File: src/hw/rtl/smmnd_pkg.sv
// Shared types and constants for the slope map (max neighbor difference) block.
package smmnd_pkg;

    // Payload and configuration widths
    localparam int HEIGHT_W    = 16;
    localparam int ROWS_CFG_W  = 13;
    localparam int COLS_CFG_W  = 11;
    localparam int CFG_DATA_W  = 13;
    localparam int CFG_IDX_W   = 1;

    // Default map limits and register reset values
    localparam int DEF_MAX_COLS = 1024;
    localparam int DEF_MAX_ROWS = 4096;
    localparam int ROWS_RST     = 4096;
    localparam int COLS_RST     = 1024;

    typedef logic [HEIGHT_W-1:0] t_height;

    // 3x3 window, indexed [row][col]; row 0 is the oldest line
    typedef t_height [2:0][2:0] t_grid;

    // Input word command codes
    typedef enum logic [0:0] {
        CMD_SAMPLE = 1'b0,
        CMD_DRAIN  = 1'b1
    } t_cmd;

    // Configuration register indexes
    typedef enum logic [CFG_IDX_W-1:0] {
        REG_MAP_ROWS = 1'b0,
        REG_MAP_COLS = 1'b1
    } t_reg_idx;

    // One pending slope computation: which neighbors count and where the center sits
    typedef struct packed {
        logic top;
        logic bottom;
        logic left;
        logic right;
        logic shift;     // center in window column 2 instead of column 1
        logic run_end;
        logic map_end;
    } t_job;

endpackage

File: src/hw/rtl/smmnd_out.sv
// Largest neighbor difference over the masked 3x3 window and the output word register.
module smmnd_out import smmnd_pkg::*; (
    input  logic    i_clk,
    input  logic    i_rst_n,
    input  logic    i_job_vld,
    input  t_job    i_job,
    input  t_grid   i_win,
    input  logic    i_out_ready,
    output logic    o_out_free,
    output logic    o_out_valid,
    output t_height o_slope,
    output logic    o_run_end,
    output logic    o_map_end
);

    t_grid   g;
    t_height ctr;
    t_height diff [8];
    t_height lvl1 [4];
    t_height lvl2 [2];
    t_height n_slope;
    logic    r_vld;
    t_height r_slope;
    logic    r_run_end;
    logic    r_map_end;

    // select the grid around the center, then masked absolute differences
    always_comb begin
        int  k;
        logic en;
        for (int i = 0; i < 3; i++) begin
            if (i_job.shift) begin
                g[i][0] = i_win[i][1];
                g[i][1] = i_win[i][2];
                g[i][2] = i_win[i][2];
            end else begin
                g[i] = i_win[i];
            end
        end
        ctr = g[1][1];
        for (int i = 0; i < 3; i++) begin
            for (int j = 0; j < 3; j++) begin
                k  = i * 3 + j;
                en = (i != 0 || i_job.top) && (i != 2 || i_job.bottom) &&
                     (j != 0 || i_job.left) && (j != 2 || i_job.right);
                if (k != 4) begin
                    diff[(k < 4) ? k : k - 1] = !en ? '0 :
                        (ctr >= g[i][j]) ? (ctr - g[i][j]) : (g[i][j] - ctr);
                end
            end
        end
    end

    // max tree over the eight neighbors
    always_comb begin
        for (int i = 0; i < 4; i++) begin
            lvl1[i] = (diff[2*i] > diff[2*i+1]) ? diff[2*i] : diff[2*i+1];
        end
        for (int i = 0; i < 2; i++) begin
            lvl2[i] = (lvl1[2*i] > lvl1[2*i+1]) ? lvl1[2*i] : lvl1[2*i+1];
        end
        n_slope = (lvl2[0] > lvl2[1]) ? lvl2[0] : lvl2[1];
    end

    // output word register
    assign o_out_free = !r_vld || i_out_ready;

    always_ff @(posedge i_clk) begin
        if (!i_rst_n) begin
            r_vld <= 1'b0;
        end else if (o_out_free) begin
            r_vld <= i_job_vld;
        end
    end

    always_ff @(posedge i_clk) begin
        if (o_out_free && i_job_vld) begin
            r_slope   <= n_slope;
            r_run_end <= i_job.run_end;
            r_map_end <= i_job.map_end;
        end
    end

    assign o_out_valid = r_vld;
    assign o_slope     = r_slope;
    assign o_run_end   = r_run_end;
    assign o_map_end   = r_map_end;

endmodule

File: config.mk
export PLATFORM = sky130hd
export DESIGN_NAME = smmnd_out
export DESIGN_NICKNAME = d
export VERILOG_FILES = /design/src/hw/rtl/smmnd_pkg.sv /design/src/hw/rtl/smmnd_out.sv
export SDC_FILE = /design/constraint.sdc
export NUM_CORES = 1
export LEC_CHECK = 0
export ABC_AREA = 1
export BUFFER_PORTS_ARGS = -buffer_cell sky130_fd_sc_hd__buf_2
export CAP_MARGIN = 20
export CORE_MARGIN = 2
export CORE_UTILIZATION = 45
export DETAILED_ROUTE_END_ITERATION = 7
export GPL_ROUTABILITY_DRIVEN = 0
export PLACE_DENSITY = 0.74
export SLEW_MARGIN = 30
export SYNTH_ARGS = -nofsm -noshare
export SYNTH_HDL_FRONTEND = slang
export SYNTH_SLANG_ARGS = --single-unit
File: constraint.sdc
create_clock -name i_clk -period 13.5 [get_ports i_clk]
set_input_delay 2.025 -clock i_clk [delete_from_list [all_inputs] [get_ports i_clk]]
set_output_delay 2.025 -clock i_clk [all_outputs]
set_load 0.01 [all_outputs]
==> results of run 1 <==
[stage by stage]
step / std cells / utilization, % / hold WS (ns) / setup slack (ns)
after floorplan: 3123 / - / 0.5953 / 1.692
after global placement: 3772 / 49.26 / 0.5075 / 1.358
after detailed placement: 3772 / 49.26 / 0.5092 / 1.070
after CTS: 3776 / 49.45 / 0.5166 / 1.307
after global routing: 3776 / 49.46 / 0.5495 / 0.1204
final: 3777 / 49.47 / 0.5085 / 1.267
[state kept, by name, indices dropped and copies added (netlist names)]
| register | count |
|---|---|
| o_map_end | 1 |
| o_out_valid | 1 |
| o_run_end | 1 |
| o_slope | 16 |
[cell usage after synthesis, types with 3 or more instances]
cell type / n
buf_1: 3
buf_2: 14
mux2i_1: 11
o21ai_0: 372
clkbuf_1: 49
clkbuf_2: 3
o21bai_1: 7
xnor2_1: 10
a31oi_1: 21
o21ai_1: 7
a21boi_0: 8
nand3_1: 187
o211ai_1: 18
xor2_1: 22
o221ai_1: 15
nand3_2: 8
inv_2: 8
nand2_1: 658
nor4_1: 5
edfxtp_1: 18
nand4_1: 15
o31ai_1: 5
a21oi_1: 328
nor2_2: 4
ha_1: 357
inv_1: 479
a311oi_1: 3
o311ai_0: 5
nand2_4: 5
a211oi_1: 17
buf_4: 5
a21oi_2: 3
or2_2: 28
and2_1: 33
o21a_1: 23
o2111ai_1: 10
fa_1: 16
nand2_2: 24
a21o_1: 18
nor3_1: 25
a2111oi_0: 7
a221oi_1: 6
nor2_1: 228
o221a_2: 4
[cell type report]
cell class	count	share of cell area (%)
diodes	1	0.01270
repair buffers	200	5.424
well taps	525	3.334
flip-flops and latches	19	2.845
multi-input cells	2539	78.67
inverters	489	9.317
clock buffers	4	0.4001
[cell families after synthesis]
group | Yosys count | synth area share (%)
buffers and inverters | 565 | 11.96
XOR/XNOR | 32 | 1.537
AND/OR/NAND/NOR | 1232 | 29.18
flip-flops | 19 | 3.075
multiplexers | 11 | 0.6040
AO/OA/AOI/OAI | 891 | 27.39
adder cells (fa/ha/maj) | 373 | 26.26
[per-layer routing]
| layer | wire length, µm | GRT usage, % | vias to the layer above |
|---|---|---|---|
| met4 | 3842 | 14.59 | 0 |
| met3 | 8698 | 6.113 | 209 |
| met1 | 29690 | 45.29 | 9860 |
| met5 | 0 | 0 | - |
| met2 | 28410 | 48.76 | 1320 |
| li1 | - | - | 10780 |
[critical path, delay by kind of cell]
kind                       cells  cell delay (ns)
AOI/OAI and AO/OA             17             3.68
and+or+nand+nor               17             2.33
buffers and inverters          8             2.84
adders and majority gates      4             1.36
[how the worst min path moves through the flow]
stage / startpoint / endpoint / cells after the start
6_report: o_out_valid$_SDFFE_PN0N_ / o_out_valid$_SDFFE_PN0N_ / 2
5_1_grt: o_out_valid$_SDFFE_PN0N_ / o_out_valid$_SDFFE_PN0N_ / 2
4_1_cts: o_out_valid$_SDFFE_PN0N_ / o_out_valid$_SDFFE_PN0N_ / 2
3_5_place_dp: o_out_valid$_SDFFE_PN0N_ / o_out_valid$_SDFFE_PN0N_ / 2
3_3_place_gp: o_out_valid$_SDFFE_PN0N_ / o_out_valid$_SDFFE_PN0N_ / 2
2_1_floorplan: o_out_valid$_SDFFE_PN0N_ / o_out_valid$_SDFFE_PN0N_ / 2
[power groups by stage]
stage          Combinational [mW]  Clock (mW)  Sequential, mW
6_report                     2.74      0.0623           0.175
3_5_place_dp                 2.65           0           0.177
2_1_floorplan                2.00           0           0.181
3_3_place_gp                 2.62           0           0.178
4_1_cts                      2.67      0.0628           0.176
5_1_grt                      3.09      0.0656           0.177
[timing repair]
item                                    in CTS  in global routing
setup buffers                                0                  0
endpoints found under the setup margin       0                 16
resized for setup                            0                  1
==> flow_metrics.tcl, run 1 <==
set metrics [dict create \
    layout_commonest_cell "nand2_1" \
    p_sw_share_pct 61.60 \
    clock_latency_ns 0.25 \
    regArea_um2 560.5 \
    ys_seq_area_share_pct 3.075 \
    cp_max_fo 82 \
    status "complete, no violations" \
    seqPwrFrac_pct 5.9 \
    max_stage_delay_ns 0.68 \
    cts.sinks 19 \
    drt_iter0_drc 2709 \
    r2r_slack_ns 12.43 \
    final_antenna_net_count 0 \
    cp.required_ns 13.61 \
    hold_viol_final 0 \
    worst_slew_pin_slew_ns 0.9924 \
    multi_input_area_um2 15500 \
    clkPwrFrac_pct 2.1 \
    finalCritPeriodShare_pct 90.61 \
    port_buffers 174 \
    syn_area_per_cell_um2 5.837 \
    synth.top_cell.area_share_pct 24.50 \
    rows 73 \
    clockBufferDepth 2 \
    critPathLaunch "i_job[2]" \
    regToRegEndpoint "o_run_end$_DFFE_PP_" \
    synth_edf_count 18 \
    groute.usage.overall_pct 32.65 \
    slowest_stage "inv_1" \
    p_per_area_nw_per_um2 151.3 \
    hold_buffers 0 \
    yosysTopAreaCell "ha_1" \
    p_leak_nw 10.51 \
    via_per_inst 5.868 \
    die_y_um 205.3 \
    final_max_slew_viol_count 0 \
    max_freq_mhz 81.75 \
    syn_inst 3123 \
    numCtsBuffers 3 \
    cts_tree "done" \
    core_um2 39820 \
    fillers 4323 \
    yosys-top-cells-area "ha_1 25%, nand2_1 14%, o21ai_0 10%, inv_1 9.9%, a21oi_1 9.0%" \
    cap_viol_max_count 0 \
    yosysWarnings 0 \
    power.internal_mw 1.144 \
    antenna_found_initial 0 \
    grt_max_degree 83 \
    postPlaceCellArea_um2 19620 \
    synth_nets 3651 \
    grt_pass1_vias 19980 \
    power.total_mw 2.980 \
    io_pins 175 \
    synth.cell_area_um2 18230 \
    initial_core_util_pct 45.78 \
    clock_skew_ns 0.005472 \
    r2r_cells 2 \
    rr_startpoint "o_out_valid$_SDFFE_PN0N_" \
    die_w_um 205.3 \
    post-route-cell-area_um2 19700 \
    crit_path_end "o_slope[6]$_DFFE_PP_" \
    worstPathArrival_ns 12.34 \
    fin_setup_tns_ns 0 \
    wl_um 70640 \
    irDropWorstVdd_uv 341.6 \
    min_path_type "reg -> reg" \
    period_needed_ns 12.23 \
    ys_types 67 \
    vias 22170 \
    wire_per_inst_um 18.70 \
    h-tree-depth 1 \
    netSwitchingPower_mw 1.836 \
    dp_hpwl_um 58460 \
    synth_seq_cells 19 \
    drive_gt1_share_pct 9.166 \
    gr-total-overflow 0 \
    critPathCaptureType "flip-flop" \
    syn_to_final_growth_pct 8.064 \
    drc_errors 0 \
    final_nets 3780 \
    setup_violations 0 \
    worstSetupPathType "in -> reg" \
    path_clk_slew_ns 0.05 \
    grt_pass1_wl_um 108600 \
    die_area_um2 42140 \
    clk_root_buffer_cell "clkbuf_16" \
    drt-pass1-iter-count 7 \
    grt_setup_unrepaired "false" \
    async_flop_share_pct 0 \
    timing.slew.headroom_pct 33.40 \
    cp-start-kind "input pin" \
    synth_ff_type "edfxtp_1" \
    pwr-share-comb_pct 92.0 \
    layout_common_cells "657 x nand2_1, 479 x inv_1, 357 x ha_1, 356 x o21ai_0, 328 x a21oi_1" \
]
Note: power is estimated with default switching activity, not from simulation.
==> run 2: changes to the inputs <==
--- a/config.mk
+++ b/config.mk
@@ -5,7 +5,7 @@
 export SDC_FILE = /design/constraint.sdc
 export NUM_CORES = 1
 export LEC_CHECK = 0
-export ABC_AREA = 1
+export ABC_AREA = 0
 export BUFFER_PORTS_ARGS = -buffer_cell sky130_fd_sc_hd__buf_2
 export CAP_MARGIN = 20
 export CORE_MARGIN = 2
==> run 2 against run 1 <==
Effect of this change: worst hold slack gained 0.022 ns; first-iteration DRC count shrank 1.8%; total power grew 2.0%; cell count shrank 17%; via count shrank 9.8%; synthesized area shrank 1.0%; clock power shrank 3.9%; register-to-register slack lost 0.32 ns; synthesized cell count shrank 21%; sequential cell count is the same; utilization grew 0.50 points; largest cell class unchanged.
==> flow_metrics.tcl, run 2 <==
set metrics [dict create \
    status "complete, no violations" \
    die_area_um2 41720 \
    die_y_um 204.3 \
    critPathCaptureType "flip-flop" \
    cts.sinks 19 \
    clockBufferDepth 2 \
    clock_latency_ns 0.25 \
    final_antenna_net_count 0 \
    synth_ff_type "edfxtp_1" \
    synth.cell_area_um2 18050 \
    layout.cells.non_filler 3124 \
    antenna_found_initial 1 \
    cp_max_fo 20 \
    layout_commonest_cell "ha_1" \
    wire_per_inst_um 21.88 \
    initial_core_util_pct 45.53 \
    synth_edf_count 18 \
    slowest_stage "o31ai_1" \
    max_freq_mhz 76.85 \
    syn_inst 2468 \
    dp_hpwl_um 55790 \
    hold_viol_final 0 \
    drc_errors 0 \
    yosys-top-cells-area "ha_1 25%, mux2i_1 9.8%, a21oi_1 6.5%, inv_1 5.4%, a21o_1 4.6%" \
    postPlaceCellArea_um2 19550 \
    grt_pass1_vias 18600 \
    post-route-cell-area_um2 19810 \
    place_inst 3108 \
    synthTopCellsByCount "357 x ha_1, 261 x inv_1, 234 x a21oi_1, 194 x nand2_1, 176 x mux2i_1" \
    final_max_slew_viol_count 0 \
    largest_register_ffs 16 \
    max_stage_delay_ns 0.69 \
    syn_area_per_cell_um2 7.313 \
    syn_to_final_growth_pct 9.754 \
    groute.usage.overall_pct 31.08 \
    cap_viol_max_count 0 \
    drt-pass1-iter-count 6 \
    finalCritPeriodShare_pct 96.39 \
    irDropWorstVdd_uv 201.3 \
    p_per_area_nw_per_um2 153.4 \
    wl_um 68350 \
    cts_tree "done" \
    drt_iter0_drc 2660 \
    critical-path-top-delay-family "compound AO/OA/AOI/OAI gates" \
    grt_max_degree 31 \
    async_flop_share_pct 0 \
    gr-total-overflow 0 \
    numCtsBuffers 3 \
    critPathBufInv 7 \
    rows 73 \
    timing.slew.headroom_pct 41.14 \
    worstSetupPathType "in -> reg" \
    synth_nets 2996 \
    yosysTopAreaCell "ha_1" \
    grt_pass1_wl_um 102500 \
    yosysMostFrequentCell "ha_1" \
    setup_violations 0 \
    cp-start-kind "input pin" \
    p_leak_nw 10.06 \
    synth.top_cell.area_share_pct 24.75 \
    core_um2 39640 \
    clock_skew_ns 0.001919 \
    fin_setup_tns_ns 0 \
    synth_seq_cells 19 \
    layout_common_cells "356 x ha_1, 259 x inv_1, 233 x a21oi_1, 194 x nand2_1" \
    worst_slew_pin_slew_ns 0.8755 \
    crit_top_cell "ha_1" \
    ys_seq_area_share_pct 3.106 \
    period_needed_ns 13.01 \
    h-tree-depth 1 \
    die_w_um 204.3 \
    grt_setup_unrepaired "false" \
    path_clk_slew_ns 0.05 \
    final_util_pct 49.97 \
    vias 19990 \
    min_path_type "reg -> reg" \
    drive_gt1_share_pct 12.59 \
    final_nets 3127 \
    ys_types 97 \
    yosysWarnings 0 \
    worstPathArrival_ns 13.13 \
    io_pins 175 \
    port_buffers 174 \
    cp.required_ns 13.62 \
    hold_slack_ns 0.5309 \
    clk_root_buffer_cell "clkbuf_16" \
    via_per_inst 6.398 \
]
[run 2: changes by cell type after synthesis, sizes merged, moves of 30 or more]
cell,previous run,this run
nand2,687,196
o21ai,380,142
inv,487,261
mux2i,11,177
nand3,196,45
nor2,232,128
a21oi,331,234
a21o,18,110
xnor2,10,69
nor2b,0,34
mux2,0,30
[run 2: path summary, 6_finish.rpt]
kind                            start                        to  slack, ns  depth (start not counted)
min reg2reg  o_out_valid$_SDFFE_PN0N_  o_out_valid$_SDFFE_PN0N_       0.53                          2
max reg2reg  o_out_valid$_SDFFE_PN0N_      o_slope[1]$_DFFE_PP_      12.11                          2
max                          i_job[2]     o_slope[15]$_DFFE_PP_       0.49                         48
min          o_out_valid$_SDFFE_PN0N_  o_out_valid$_SDFFE_PN0N_       0.53                          2
[run 2: where the power goes]
group	internal (mW)	switching, mW	total (mW)
registers	0.129	0.00626	0.136
logic	1.12	1.72	2.84
clock network	0.0397	0.0203	0.0599
total	1.29	1.75	3.04
[run 2: worst register-to-register path: stages (launching register included)]
cell      delay [ns]
dfxtp_1         0.30
nand2b_1        0.09
and2_1          0.62
[run 2: logic make-up after synthesis]
family,after synthesis,share of synthesized area (%)
compound gates,784,28.47
xor+xnor,113,5.484
fa+ha+maj,375,26.64
buf+inv,378,8.354
flops,19,3.106
mux,207,11.71
simple gates,592,16.24
[run 2: metal layers]
| metal | GRT usage (%) | share of wire (%) | vias up |
|---|---|---|---|
| li1 | - | - | 9165 |
| met1 | 41.75 | 41 | 9253 |
| met2 | 47.09 | 41 | 1306 |
| met3 | 5.437 | 11 | 260 |
| met4 | 16.61 | 6.2 | 2 |
| met5 | 0 | 0.020 | - |
[run 2: per-stage QoR]
step,setup slack (ns),power (mW)
after floorplan,0.0009042,2.026
after global placement,0.3294,2.665
after detailed placement,0.08918,2.730
after CTS,0.3199,2.803
after global routing,0.05034,3.260
final,0.4870,3.038
[run 2: what timing repair did]
action                     CTS  global route
gates resized for setup      0            19
setup endpoints to repair    0            16
hold buffers                 0             0
setup buffers                0            10
[run 2: final cells by class]
cell class / instances / area [µm²]
multi-input cells: 2072 / 16100
diodes: 1 / 2.502
inverters: 261 / 983.4
repair buffers: 242 / 1429
flip-flops and latches: 19 / 560.5
fillers: 3900 / 19830
clock inverters: 1 / 5.005
clock buffers: 3 / 75.07
well taps: 525 / 656.9
