==> config.mk <==
export PLATFORM = sky130hd
export DESIGN_NAME = smmnd_ctrl
export DESIGN_NICKNAME = d
export VERILOG_FILES = /design/src/hw/rtl/smmnd_pkg.sv /design/src/hw/rtl/smmnd_ctrl.sv
export SDC_FILE = /design/constraint.sdc
export NUM_CORES = 1
export LEC_CHECK = 0
export BUFFER_PORTS_ARGS = -buffer_cell sky130_fd_sc_hd__buf_2
export CAP_MARGIN = 5
export CORE_ASPECT_RATIO = 1.25
export CORE_MARGIN = 8
export CORE_UTILIZATION = 42
export DETAILED_ROUTE_END_ITERATION = 12
export PLACE_DENSITY = 0.66
export SYNTH_ARGS = -nofsm -noshare
export SYNTH_HDL_FRONTEND = slang
export SYNTH_SLANG_ARGS = --single-unit
==> constraint.sdc <==
create_clock -name i_clk -period 4.6 [get_ports i_clk]
set_input_delay 0.23 -clock i_clk [delete_from_list [all_inputs] [get_ports i_clk]]
set_output_delay 0.23 -clock i_clk [all_outputs]
set_load 0.05 [all_outputs]
==> src/hw/rtl/smmnd_pkg.sv <==
// Shared types and constants for the slope map (max neighbor difference) block.
package smmnd_pkg;

    // Payload and configuration widths
    localparam int HEIGHT_W    = 16;
    localparam int ROWS_CFG_W  = 13;
    localparam int COLS_CFG_W  = 11;
    localparam int CFG_DATA_W  = 13;
    localparam int CFG_IDX_W   = 1;

    // Default map limits and register reset values
    localparam int DEF_MAX_COLS = 1024;
    localparam int DEF_MAX_ROWS = 4096;
    localparam int ROWS_RST     = 4096;
    localparam int COLS_RST     = 1024;

    typedef logic [HEIGHT_W-1:0] t_height;

    // 3x3 window, indexed [row][col]; row 0 is the oldest line
    typedef t_height [2:0][2:0] t_grid;

    // Input word command codes
    typedef enum logic [0:0] {
        CMD_SAMPLE = 1'b0,
        CMD_DRAIN  = 1'b1
    } t_cmd;

    // Configuration register indexes
    typedef enum logic [CFG_IDX_W-1:0] {
        REG_MAP_ROWS = 1'b0,
        REG_MAP_COLS = 1'b1
    } t_reg_idx;

    // One pending slope computation: which neighbors count and where the center sits
    typedef struct packed {
        logic top;
        logic bottom;
        logic left;
        logic right;
        logic shift;     // center in window column 2 instead of column 1
        logic run_end;
        logic map_end;
    } t_job;

endpackage

==> src/hw/rtl/smmnd_ctrl.sv <==
// Raster counters, configuration, 3x3 window and job staging for the slope map.
module smmnd_ctrl import smmnd_pkg::*; #(
    parameter int  MAX_COLS = DEF_MAX_COLS,
    parameter int  MAX_ROWS = DEF_MAX_ROWS,
    localparam int COL_W    = (MAX_COLS > 1) ? $clog2(MAX_COLS) : 1
) (
    input  logic                  i_clk,
    input  logic                  i_rst_n,
    input  logic                  i_cfg_we,
    input  logic [CFG_IDX_W-1:0]  i_cfg_idx,
    input  logic [CFG_DATA_W-1:0] i_cfg_data,
    input  logic                  i_in_valid,
    output logic                  o_in_ready,
    input  logic                  i_in_cmd,
    input  t_height               i_in_height,
    input  logic                  i_out_free,
    output logic                  o_job_vld,
    output t_job                  o_job,
    output t_grid                 o_win,
    output logic                  o_lb_we,
    output logic [COL_W-1:0]      o_lb_waddr,
    output t_height               o_lb_wdata_old,
    output t_height               o_lb_wdata_new,
    output logic [COL_W-1:0]      o_lb_raddr,
    input  t_height               i_lb_rdata_old,
    input  t_height               i_lb_rdata_new
);

    localparam int CNT_W    = $clog2(MAX_COLS + 1);
    localparam int ROW_W    = $clog2(MAX_ROWS + 1);
    localparam int RST_ROWS = (ROWS_RST > MAX_ROWS) ? MAX_ROWS : ROWS_RST;
    localparam int RST_COLS = (COLS_RST > MAX_COLS) ? MAX_COLS : COLS_RST;

    logic [COL_W-1:0] r_col, n_col;
    logic [COL_W-1:0] r_drain, n_drain;
    logic [ROW_W-1:0] r_row, n_row;
    logic [ROW_W-1:0] r_rows, n_rows;
    logic [CNT_W-1:0] r_cols, n_cols;
    logic             r_filled, n_filled;
    logic             r_job_vld, n_job_vld;
    logic             r_job2_vld, n_job2_vld;
    t_job             r_job, n_job;
    t_job             r_job2, n_job2;
    t_grid            r_win;
    t_height [1:0]    r_s_cur;   // last-row column at the drain position: [0] older, [1] newer
    t_height [1:0]    r_s_left;  // column to its left

    logic             adv;
    logic             accept;
    logic             do_sample;
    logic             do_drain;
    logic [CNT_W-1:0] c_ext;
    logic [CNT_W-1:0] d_ext;
    logic [CNT_W-1:0] last_col;
    logic [CNT_W-1:0] rd_next;
    logic             col_last;
    logic             drain_last;
    t_job             job_a;
    t_job             job_b;
    t_job             job_d;

    // saturate a register value to 1..hi
    function automatic logic [31:0] clamp_cfg(input logic [31:0] v, input int hi);
        logic [31:0] r;
        r = v;
        if (r == 32'd0) r = 32'd1;
        if (r > 32'(hi)) r = 32'(hi);
        return r;
    endfunction

    // handshake and item classification
    always_comb begin
        adv        = !r_job_vld || i_out_free;
        o_in_ready = adv && !r_job2_vld;
        accept     = i_in_valid && o_in_ready;
        c_ext      = CNT_W'(r_col);
        d_ext      = CNT_W'(r_drain);
        last_col   = r_cols - CNT_W'(1);
        col_last   = (c_ext == last_col);
        drain_last = (d_ext == last_col);
        do_sample  = accept && (i_in_cmd == CMD_SAMPLE) && !r_filled && (c_ext < r_cols);
        do_drain   = accept && (i_in_cmd == CMD_DRAIN) && r_filled && (d_ext < r_cols);
    end

    // job descriptors: center at window column 1, center at the last column, drain
    always_comb begin
        job_a.top     = 32'(r_row) >= 32'd2;
        job_a.bottom  = 1'b1;
        job_a.left    = 32'(r_col) >= 32'd2;
        job_a.right   = 1'b1;
        job_a.shift   = 1'b0;
        job_a.run_end = !col_last;
        job_a.map_end = 1'b0;

        job_b.top     = 32'(r_row) >= 32'd2;
        job_b.bottom  = 1'b1;
        job_b.left    = (r_col != '0);
        job_b.right   = 1'b0;
        job_b.shift   = 1'b1;
        job_b.run_end = 1'b1;
        job_b.map_end = 1'b0;

        job_d.top     = 32'(r_rows) >= 32'd2;
        job_d.bottom  = 1'b0;
        job_d.left    = (r_drain != '0);
        job_d.right   = (d_ext + CNT_W'(1)) < r_cols;
        job_d.shift   = 1'b0;
        job_d.run_end = 1'b1;
        job_d.map_end = drain_last;
    end

    // next state of counters, configuration and job stage
    always_comb begin
        n_col      = r_col;
        n_drain    = r_drain;
        n_row      = r_row;
        n_rows     = r_rows;
        n_cols     = r_cols;
        n_filled   = r_filled;
        n_job_vld  = r_job_vld;
        n_job2_vld = r_job2_vld;
        n_job      = r_job;
        n_job2     = r_job2;

        if (adv) begin
            if (r_job2_vld) begin
                n_job_vld  = 1'b1;
                n_job      = r_job2;
                n_job2_vld = 1'b0;
            end else begin
                n_job_vld = 1'b0;
            end
        end

        if (do_sample) begin
            if (r_row != '0) begin
                if (r_col != '0) begin
                    n_job_vld = 1'b1;
                    n_job     = job_a;
                    if (col_last) begin
                        n_job2_vld = 1'b1;
                        n_job2     = job_b;
                    end
                end else if (col_last) begin
                    n_job_vld = 1'b1;
                    n_job     = job_b;
                end
            end
            if (col_last) begin
                n_col = '0;
                n_row = r_row + ROW_W'(1);
                if (n_row >= r_rows) begin
                    n_filled = 1'b1;
                    n_drain  = '0;
                end
            end else begin
                n_col = r_col + COL_W'(1);
            end
        end

        if (do_drain) begin
            n_job_vld = 1'b1;
            n_job     = job_d;
            if (drain_last) begin
                n_col    = '0;
                n_row    = '0;
                n_drain  = '0;
                n_filled = 1'b0;
            end else begin
                n_drain = r_drain + COL_W'(1);
            end
        end

        // register write starts a new map
        if (i_cfg_we) begin
            case (t_reg_idx'(i_cfg_idx))
                REG_MAP_ROWS: begin
                    n_rows = ROW_W'(clamp_cfg(32'(i_cfg_data[ROWS_CFG_W-1:0]), MAX_ROWS));
                end
                REG_MAP_COLS: begin
                    n_cols = CNT_W'(clamp_cfg(32'(i_cfg_data[COLS_CFG_W-1:0]), MAX_COLS));
                end
                default: ;
            endcase
            n_col    = '0;
            n_row    = '0;
            n_drain  = '0;
            n_filled = 1'b0;
        end
    end

    // line store read address: the column the next word will need
    always_comb begin
        rd_next = CNT_W'(n_drain) + CNT_W'(1);
        if (!i_rst_n) begin
            o_lb_raddr = '0;
        end else if (n_filled) begin
            o_lb_raddr = rd_next[COL_W-1:0];
        end else begin
            o_lb_raddr = n_col;
        end
    end

    // line store update: old newer row moves to older, sample goes to newer
    assign o_lb_we        = do_sample;
    assign o_lb_waddr     = r_col;
    assign o_lb_wdata_old = i_lb_rdata_new;
    assign o_lb_wdata_new = i_in_height;

    // control registers
    always_ff @(posedge i_clk) begin
        if (!i_rst_n) begin
            r_col      <= '0;
            r_drain    <= '0;
            r_row      <= '0;
            r_rows     <= ROW_W'(RST_ROWS);
            r_cols     <= CNT_W'(RST_COLS);
            r_filled   <= 1'b0;
            r_job_vld  <= 1'b0;
            r_job2_vld <= 1'b0;
        end else begin
            r_col      <= n_col;
            r_drain    <= n_drain;
            r_row      <= n_row;
            r_rows     <= n_rows;
            r_cols     <= n_cols;
            r_filled   <= n_filled;
            r_job_vld  <= n_job_vld;
            r_job2_vld <= n_job2_vld;
        end
    end

    // job descriptors
    always_ff @(posedge i_clk) begin
        r_job  <= n_job;
        r_job2 <= n_job2;
    end

    // window and drain column registers
    always_ff @(posedge i_clk) begin
        if (do_sample) begin
            for (int i = 0; i < 3; i++) begin
                r_win[i][0] <= r_win[i][1];
                r_win[i][1] <= r_win[i][2];
            end
            r_win[0][2] <= i_lb_rdata_old;
            r_win[1][2] <= i_lb_rdata_new;
            r_win[2][2] <= i_in_height;
            // first column of a row, kept for the drain of the last row
            if (r_col == '0) begin
                r_s_cur[0] <= i_lb_rdata_new;
                r_s_cur[1] <= i_in_height;
            end
        end
        if (do_drain) begin
            r_win[0][0] <= r_s_left[0];
            r_win[1][0] <= r_s_left[1];
            r_win[0][1] <= r_s_cur[0];
            r_win[1][1] <= r_s_cur[1];
            r_win[0][2] <= i_lb_rdata_old;
            r_win[1][2] <= i_lb_rdata_new;
            r_s_left    <= r_s_cur;
            r_s_cur[0]  <= i_lb_rdata_old;
            r_s_cur[1]  <= i_lb_rdata_new;
        end
    end

    assign o_job_vld = r_job_vld;
    assign o_job     = r_job;
    assign o_win     = r_win;

endmodule

==> results.md, run 1 <==
* Outcome: finished, violations left
* Failing checks: negative setup slack
* Fin. max-slew vios at 0
* Gp weighted congestion at 0.926
* Final net count at 1722
* Tmin final at 4.71 ns
* Slew margin rel. at 36.7%
* Critical Path Source: r_row[1]$_SDFF_PP0_
* Net Sw Frac at 25.5%
* Initial core utilization at 42.4%
* Placed instance area at roughly 15000 µm²
* Initial DRC count at 873
* Gate Count Post-Synth at approximately 1300
* Clock root buffer: clkbuf_16
* Final core occ at 55.9%
* First-pass GRT wire length at 59900 µm
* Power Density at 339 nW/µm²
* Antenna cell count at 0
* Clk Latency, worst-skew pair at 0.55 ns
* Crit-path max cell delay at roughly 0.35 ns
* Hold crit path type: input pin to flip-flop
* Maximum VDD drop at a little over 0.3 mV
* Leakage at 7.09 nW
* Wirelength per Cell at ~19 µm
* Fillers at between 2000 and 3000
* Syn Area/Cell at 10.5 µm²
* Total power at 0.00586 W
* CP Class: flip-flop to flip-flop
* Sequential power share at 48.2%
* GRT Overall Usage at around a fifth
* WP data arrival at a little over 5 ns
* Max Fclk at between 200 and 250 MHz
* Worst Path Required at 5.07 ns
* Crit end category: flip-flop
* Startpoint Class: flip-flop
* Vias in the first global route at 10900
* Hold Path Origin: i_cfg_data[10]
* Slowest-stage cell, CP: dfxtp_2
* WL final at 38900 µm
* Register area share after synthesis at between 50% and 60%
* Synth Register Bits at 276
* Final WS setup at -0.106 ns
* Pre-CTS setup slack at -0.144 ns
* Post-synth EDFFs at 209
* Mapped Nets at 1372
* Max H-tree Level at 1
* Share of layout cells above drive strength 1 at 29.3%
* Main synth FF type: edfxtp_1
* CP max FO at 3
* Grt ovf at 0
* P_sw at 0.00149 W
* Synth cell types at 77
* RSZ-0062 raised after global routing: true
* Setup violations, final at 4
* 1st-pass router iterations at 8
* Synth Cell Area at 13100 µm²
* Layout Skew at 0.0189 ns
* Vias per Instance at approximately 5.2
* Maximum clock insertion buffer count at 3
* CORE AREA at between 30000 and 40000 µm²
* DP HPWL at 27700 µm
* Most Frequent Cell on Critical Path: buf_4
* Initial antenna violation count at 0
* Setup TNS at -0.344 ns
* Pin count of the biggest net entering global routing at 84
* Ys Warns at 0
* Ys async rst share at 0%
* PortBufs at 273
* CTS sink count at 276
* Final Cycle Share at 102%
* Fin area at 17300 µm²
* CTS Buf Count at 28
* Die area at 37200 µm²
* Die height at approximately 210 µm
* Clk slew on worst S/H paths at 0.07 ns
* Vias at ~11000
* Comb power frac at 11.6%
* Least-Margin Pin Slew at roughly 0.95 ns
* Clock power frac at between 40% and 50%
* Final Hold Viols at 0
* # rows at 72
* P_int at 0.00436 W
* R2R Path Start: r_row[1]$_SDFF_PP0_
* Synth-to-layout area growth at 31.7%
* Die width at 174 µm
* CTS tree: yes
* DRT antenna net count at 0
* Ports at roughly 270
* DRC viols at 0
* Max-cap violations at 0
-- cells in the mapped netlist (12+ instances only) --
master / count / area share, %
a21oi_1: 37 / 1.4
a22oi_1: 15 / 0.86
buf_4: 32 / 1.8
clkbuf_1: 50 / 1.4
dfxtp_1: 67 / 10
edfxtp_1: 209 / 48
ha_1: 54 / 5.2
inv_1: 44 / 1.3
nand2_1: 328 / 9.4
nand3_1: 28 / 1.1
nand4_1: 15 / 0.72
nor2_1: 82 / 2.3
nor3_1: 18 / 0.69
nor4_1: 16 / 0.76
o21ai_0: 24 / 0.92
or3_1: 12 / 0.57
xnor2_1: 38 / 2.5
xor2_1: 20 / 1.3
-- worst max-delay path, delay by kind of cell, from the launching register on --
kind	cells	cell delay (ns)
AO/OA/AOI/OAI	3	0.66
XOR/XNOR	1	0.06
adder cells (fa/ha/maj)	2	0.33
buffers and inverters	16	1.97
flip-flops	1	0.35
multiplexers	1	0.11
AND/OR/NAND/NOR	8	1.14
-- cells in the final DEF (no fill, tap or decap), types with 8 or more instances in the layout --
cell type      netlist  layout
a21o_1               9       9
a21oi_1             37      30
a22oi_1             15      14
buf_12               0      11
buf_2                5     263
buf_4               32      71
buf_6                2       8
clkbuf_16            0      30
dfxtp_1             67      61
dlygate4sd3_1        0      61
edfxtp_1           209     209
ha_1                54      49
inv_1               44      44
nand2_1            328     325
nand3_1             28      21
nand4_1             15      15
nor2_1              82      72
nor2b_1             11      11
nor3_1              18      15
nor3b_1             10      10
nor4_1              16      14
o21a_1               8       8
o21ai_0             24      21
or3_1               12      12
xnor2_1             38      35
xor2_1              20      18
-- per-layer routing --
metal / part of all wire, % / wire length [µm] / up-vias / global-route usage [%]
met5: 0 / 0 / - / 0
met4: 3.8 / 1490 / 0 / 8.53
met3: 5.9 / 2300 / 85 / 3.93
met2: 52 / 20300 / 394 / 37.6
met1: 38 / 14800 / 5065 / 22.5
li1: - / - / 5052 / -
-- cell families (layout without fill, tap and decap cells) --
logic type	Yosys count	in the layout	synth area share [%]
mux	6	6	0.477
compound gates	153	153	8.08
fa+ha+maj	54	54	5.15
buf+inv	140	511	5.08
simple gates	563	563	19.3
xor+xnor	58	58	3.87
flops	276	276	58.1
-- final cells by class --
class	instances	area (µm²)	area share [%]
sequential	276	7620	44.1
multi-input combinational	834	5240	30.3
timing repair buffer	414	2770	16.0
clock inverter	13	144	0.833
tap	407	509	2.95
clock buffer	38	811	4.69
inverter	46	176	1.02
-- path summary, 6_finish.rpt --
check                            endpoint  slack (ns)  cells past startpoint
setup / recovery    r_drain[0]$_SDFF_PN0_       -0.11                     31
hold reg to reg      o_win[111]$_DFFE_PP_        0.44                      0
hold / removal    r_cols[10]$_SDFFE_PN1P_        0.08                      3
setup reg to reg    r_drain[0]$_SDFF_PN0_       -0.11                     31
-- through the flow --
step | instances | hold WS, ns
after CTS | 2022 | 0.0282
final | 2028 | 0.0840
after detailed placement | 1883 | 0.424
after global routing | 2028 | 0.0679
after global placement | 1883 | 0.423
after floorplan | 1250 | 0.292
-- state kept, by name, indices dropped and copies added, names as in the netlist, 7 cells and up --
register and flops:
r_cols 11, r_rows 13, r_s_cur 32, r_row 13, o_win 144, r_drain 10
r_s_left 32, o_lb_waddr 10, o_job 7
-- what timing repair did --
action                                  in CTS  in global routing
endpoints found under the hold margin       86                  0
gates resized for setup                     41                 46
gates cloned                                 1                  0
setup buffers                               26                  7
hold buffers                                61                  0
endpoints found under the setup margin      10                 11
pin swaps                                   23                 30
-- power groups by stage --
stage | combinational (W) | clock, W | sequential, W
after floorplan | 0.000246 | 0 | 0.00307
after global placement | 0.000630 | 0 | 0.00287
after detailed placement | 0.000638 | 0 | 0.00287
after CTS | 0.000682 | 0.00241 | 0.00282
after global routing | 0.000726 | 0.00251 | 0.00283
final | 0.000682 | 0.00235 | 0.00282
(Power assumes the default switching activity.)
==> inputs of run 2 (changes only) <==
--- a/config.mk
+++ b/config.mk
@@ -5,6 +5,7 @@
 export SDC_FILE = /design/constraint.sdc
 export NUM_CORES = 1
 export LEC_CHECK = 0
+export ABC_AREA = 1
 export BUFFER_PORTS_ARGS = -buffer_cell sky130_fd_sc_hd__buf_2
 export CAP_MARGIN = 5
 export CORE_ASPECT_RATIO = 1.25
==> run 2 against run 1 <==
  * The run now ends clean
  * Clock power about the same
  * Sequential power barely moved
  * Sequential cell count stayed put
  * Power is 0.42% higher
  * Register-to-register slack better by 0.99 ns
  * Sequential share of layout area up 1.8 points
  * Critical path type is now flip-flop to primary output
  * Highest routed layer is now met5
==> results.md, run 2 <==
* Final WS setup at 0.160 ns (+0.265 ns)
* Setup TNS at 0 ns (+0.344 ns)
* Fin area at 16600 µm² (-3.9%)
* Max Used Layer: met5
* Vias at 10700 (+1.1%)
* Power Density at 354 nW/µm² (+4.5%)
* Clock root buffer: clkbuf_16
* DRC viols at 0 (unchanged)
* Post-synth EDFFs at 209 (unchanged)
* Hold crit path type: input pin to flip-flop
* Leading cell type in the layout, fill and taps excluded: nand2_1
* Crit-path max cell delay at 0.38 ns (+0.03 ns)
* Gate Count Post-Synth at 1390 (+11%)
* Dpl cells at 2014 (+7.0%)
* Crit-path leading delay family: simple AND/OR/NAND/NOR gates
* Metal-1 WL at 15600 µm (+5.0%)
* Syn Area/Cell at 9.46 µm² (-9.8%)
* Setup violations, final at 0 (-4)
* Layout Skew at 0.0231 ns (+0.00428 ns)
* Fin. max-slew vios at 0 (unchanged)
* Vias in the first global route at 10600 (-3.2%)
* Max H-tree Level at 1 (unchanged)
* Dominant cells by area after synthesis: edfxtp_1 (48%), nand2_1 (15%), dfxtp_1 (10%), ha_1 (5.1%), inv_1 (2.9%)
* Ys async rst share at 0% (unchanged)
* PortBufs at 273 (unchanged)
* CTS sink count at 276 (unchanged)
* Final Cycle Share at 96.5% (-5.8 points)
* WL final at 39400 µm (+1.2%)
* Most frequent cells in the layout: nand2_1 (506), buf_2 (266), edfxtp_1 (209), inv_1 (100), nor2_1 (73)
* Met2 routed WL at 19500 µm (-3.8%)
* Leakage at 7.27 nW (+2.5%)
* Crit end category: primary output
* First-pass GRT wire length at 59800 µm (-0.28%)
* Tmin final at 4.44 ns (-0.265 ns)
* Startpoint Class: flip-flop
* Met3 routed WL at 2960 µm (+29%)
* Die height at 214 µm (+0.13%)
* Synth cell types at 54 (-30%)
* Final Hold Viols at 0 (unchanged)
* Ports at 274 (unchanged)
* Initial core utilization at 42.6% (+0.12 points)
* Clk slew on worst S/H paths at 0.07 ns (about the same)
* Placed instance area at 14800 µm² (-2.0%)
* CORE AREA at 30900 µm² (unchanged)
* Clk Latency, worst-skew pair at 0.55 ns (about the same)
* Maximum clock insertion buffer count at 3 (unchanged)
* Pin count of the biggest net entering global routing at 97 (+15%)
* Initial antenna violation count at 1 (+1)
* WP data arrival at 4.21 ns (-0.97 ns)
* # rows at 72 (unchanged)
* Synth Register Bits at 276 (unchanged)
* Finished Layout Cells at 2138 (+5.4%)
* Main synth FF type: edfxtp_1
* DRT antenna net count at 0 (unchanged)
* CTS Buf Count at 28 (unchanged)
* 1st-pass router iterations at 5 (-3)
* Most frequent cell after synthesis: nand2_1
* Largest area contributor in the netlist: edfxtp_1
* Maximum VDD drop at 0.272 mV (-13%)
* Synth-to-layout area growth at 26.2%
* Die area at 37300 µm² (+0.26%)
* Pre-CTS setup slack at 0.191 ns (+0.334 ns)
* Synth Cell Area at 13200 µm² (+0.29%)
* Max reg flops at 144 (unchanged)
* Outcome: finished, final reports clean
* CP max FO at 5 (+2)
* Most frequent cells after synthesis: nand2_1 (513), edfxtp_1 (209), inv_1 (102), nor2_1 (80), dfxtp_1 (67)
* CTS tree: yes
* Ys Warns at 0 (unchanged)
* Grt ovf at 0 (unchanged)
* Max-cap violations at 0 (unchanged)
* CP Class: flip-flop to primary output
* WP buf/inv at 4 (-12)
* Vias per Instance at 5.01 (-4.1%)
* Register area share after synthesis at 57.9% (-0.17 points)
* Fillers at 2800 (+7.5%)
* RSZ-0062 raised after global routing: true
* Slew margin rel. at 35.7% (-1.0 points)
* Wirelength per Cell at 18.4 µm (-4.0%)
* DP HPWL at 28700 µm (+3.8%)
* Final net count at 1830 (+6.3%)
* Yosys top cell area share at 47.7% (-0.14 points)
* Initial DRC count at 695 (-20%)
* Worst Path Required at 4.37 ns (-0.70 ns)
* Slowest-stage cell, CP: dfxtp_4
* Gp weighted congestion at 0.917 (-1.0%)
* Least-Margin Pin Slew at 0.965 ns (+0.0156 ns)
* Die width at 174 µm (+0.13%)
* Max Fclk at 225 MHz (+6.0%)
* Most Frequent Cell on Critical Path: nor2_2
* Share of layout cells above drive strength 1 at 25.2% (-4.1 points)
* Mapped Nets at 1512 (+10%)
* GRT Overall Usage at 20.4% (+0.075 points)
[run 2: cell type report]
class / count / area (µm²) / area share, %
antenna: 1 / 2.50 / 0.0151
clock buffer: 30 / 729 / 4.39
clock inverter: 22 / 224 / 1.35
inverter: 114 / 433 / 2.61
multi-input combinational: 931 / 4890 / 29.5
sequential: 276 / 7630 / 45.9
tap: 407 / 509 / 3.07
timing repair buffer: 357 / 2180 / 13.2
[run 2: metal layers]
layer | GRT usage, % | up-vias
met5 | 0 | -
met4 | 7.91 | 2
met3 | 4.30 | 67
met1 | 24.1 | 4995
met2 | 35.9 | 431
li1 | - | 5218
[run 2: path summary, 6_finish.rpt]
| kind | from | slack [ns] | cells after the start | endpoint |
|---|---|---|---|---|
| worst max-delay path | r_row[1]$_SDFF_PP0_ | 0.16 | 26 | o_lb_raddr[6] |
| worst min register to register | o_win[130]$_DFFE_PP_ | 0.43 | 0 | o_win[114]$_DFFE_PP_ |
| worst max register to register | r_cols[6]$_SDFFE_PN0P_ | 0.88 | 10 | r_s_cur[15]$_DFFE_PP_ |
| worst min-delay path | i_lb_rdata_new[8] | 0.03 | 1 | o_win[88]$_DFFE_PP_ |
[run 2: power breakdown]
part           total [W]  leakage (nW)  switching (W)  internal [W]
clock network    0.00235         0.460       0.000976       0.00138
logic           0.000702          4.32       0.000528      0.000174
registers        0.00282          2.49      0.0000457       0.00278
total            0.00588          7.27        0.00155       0.00433
[run 2: logic make-up (layout without fill, tap and decap cells)]
logic type               count (synthesis)  in the layout  share of synthesized area [%]
AND/OR/NAND/NOR                        739            739                           24.2
buffers and inverters                  183            523                           6.39
adder cells (fa/ha/maj)                 54             54                           5.14
other                                    0              1                              0
XOR/XNOR                                20             20                           1.33
flip-flops                             276            276                           57.9
AO/OA/AOI/OAI                          118            118                           5.00
[run 2: timing repair]
item                                    CTS  global route
buffers inserted                          6             8
gates resized for setup                  21            38
endpoints found under the hold margin    83             2
hold buffers                             55             2
pin swaps                                 9            23
endpoints found under the setup margin   10            10
cloned                                    0             0
[run 2: per-stage QoR]
| step | hold WS [ns] | util (%) | power (W) |
|---|---|---|---|
| 6_report | 0.0296 | 53.7 | 0.00588 |
| 5_1_grt | 0.000109 | 53.7 | 0.00609 |
| 4_1_cts | 0.00215 | 53.0 | 0.00593 |
| 3_5_place_dp | 0.427 | 47.8 | 0.00354 |
| 3_3_place_gp | 0.424 | 47.8 | 0.00354 |
| 2_1_floorplan | 0.329 | - | 0.00335 |
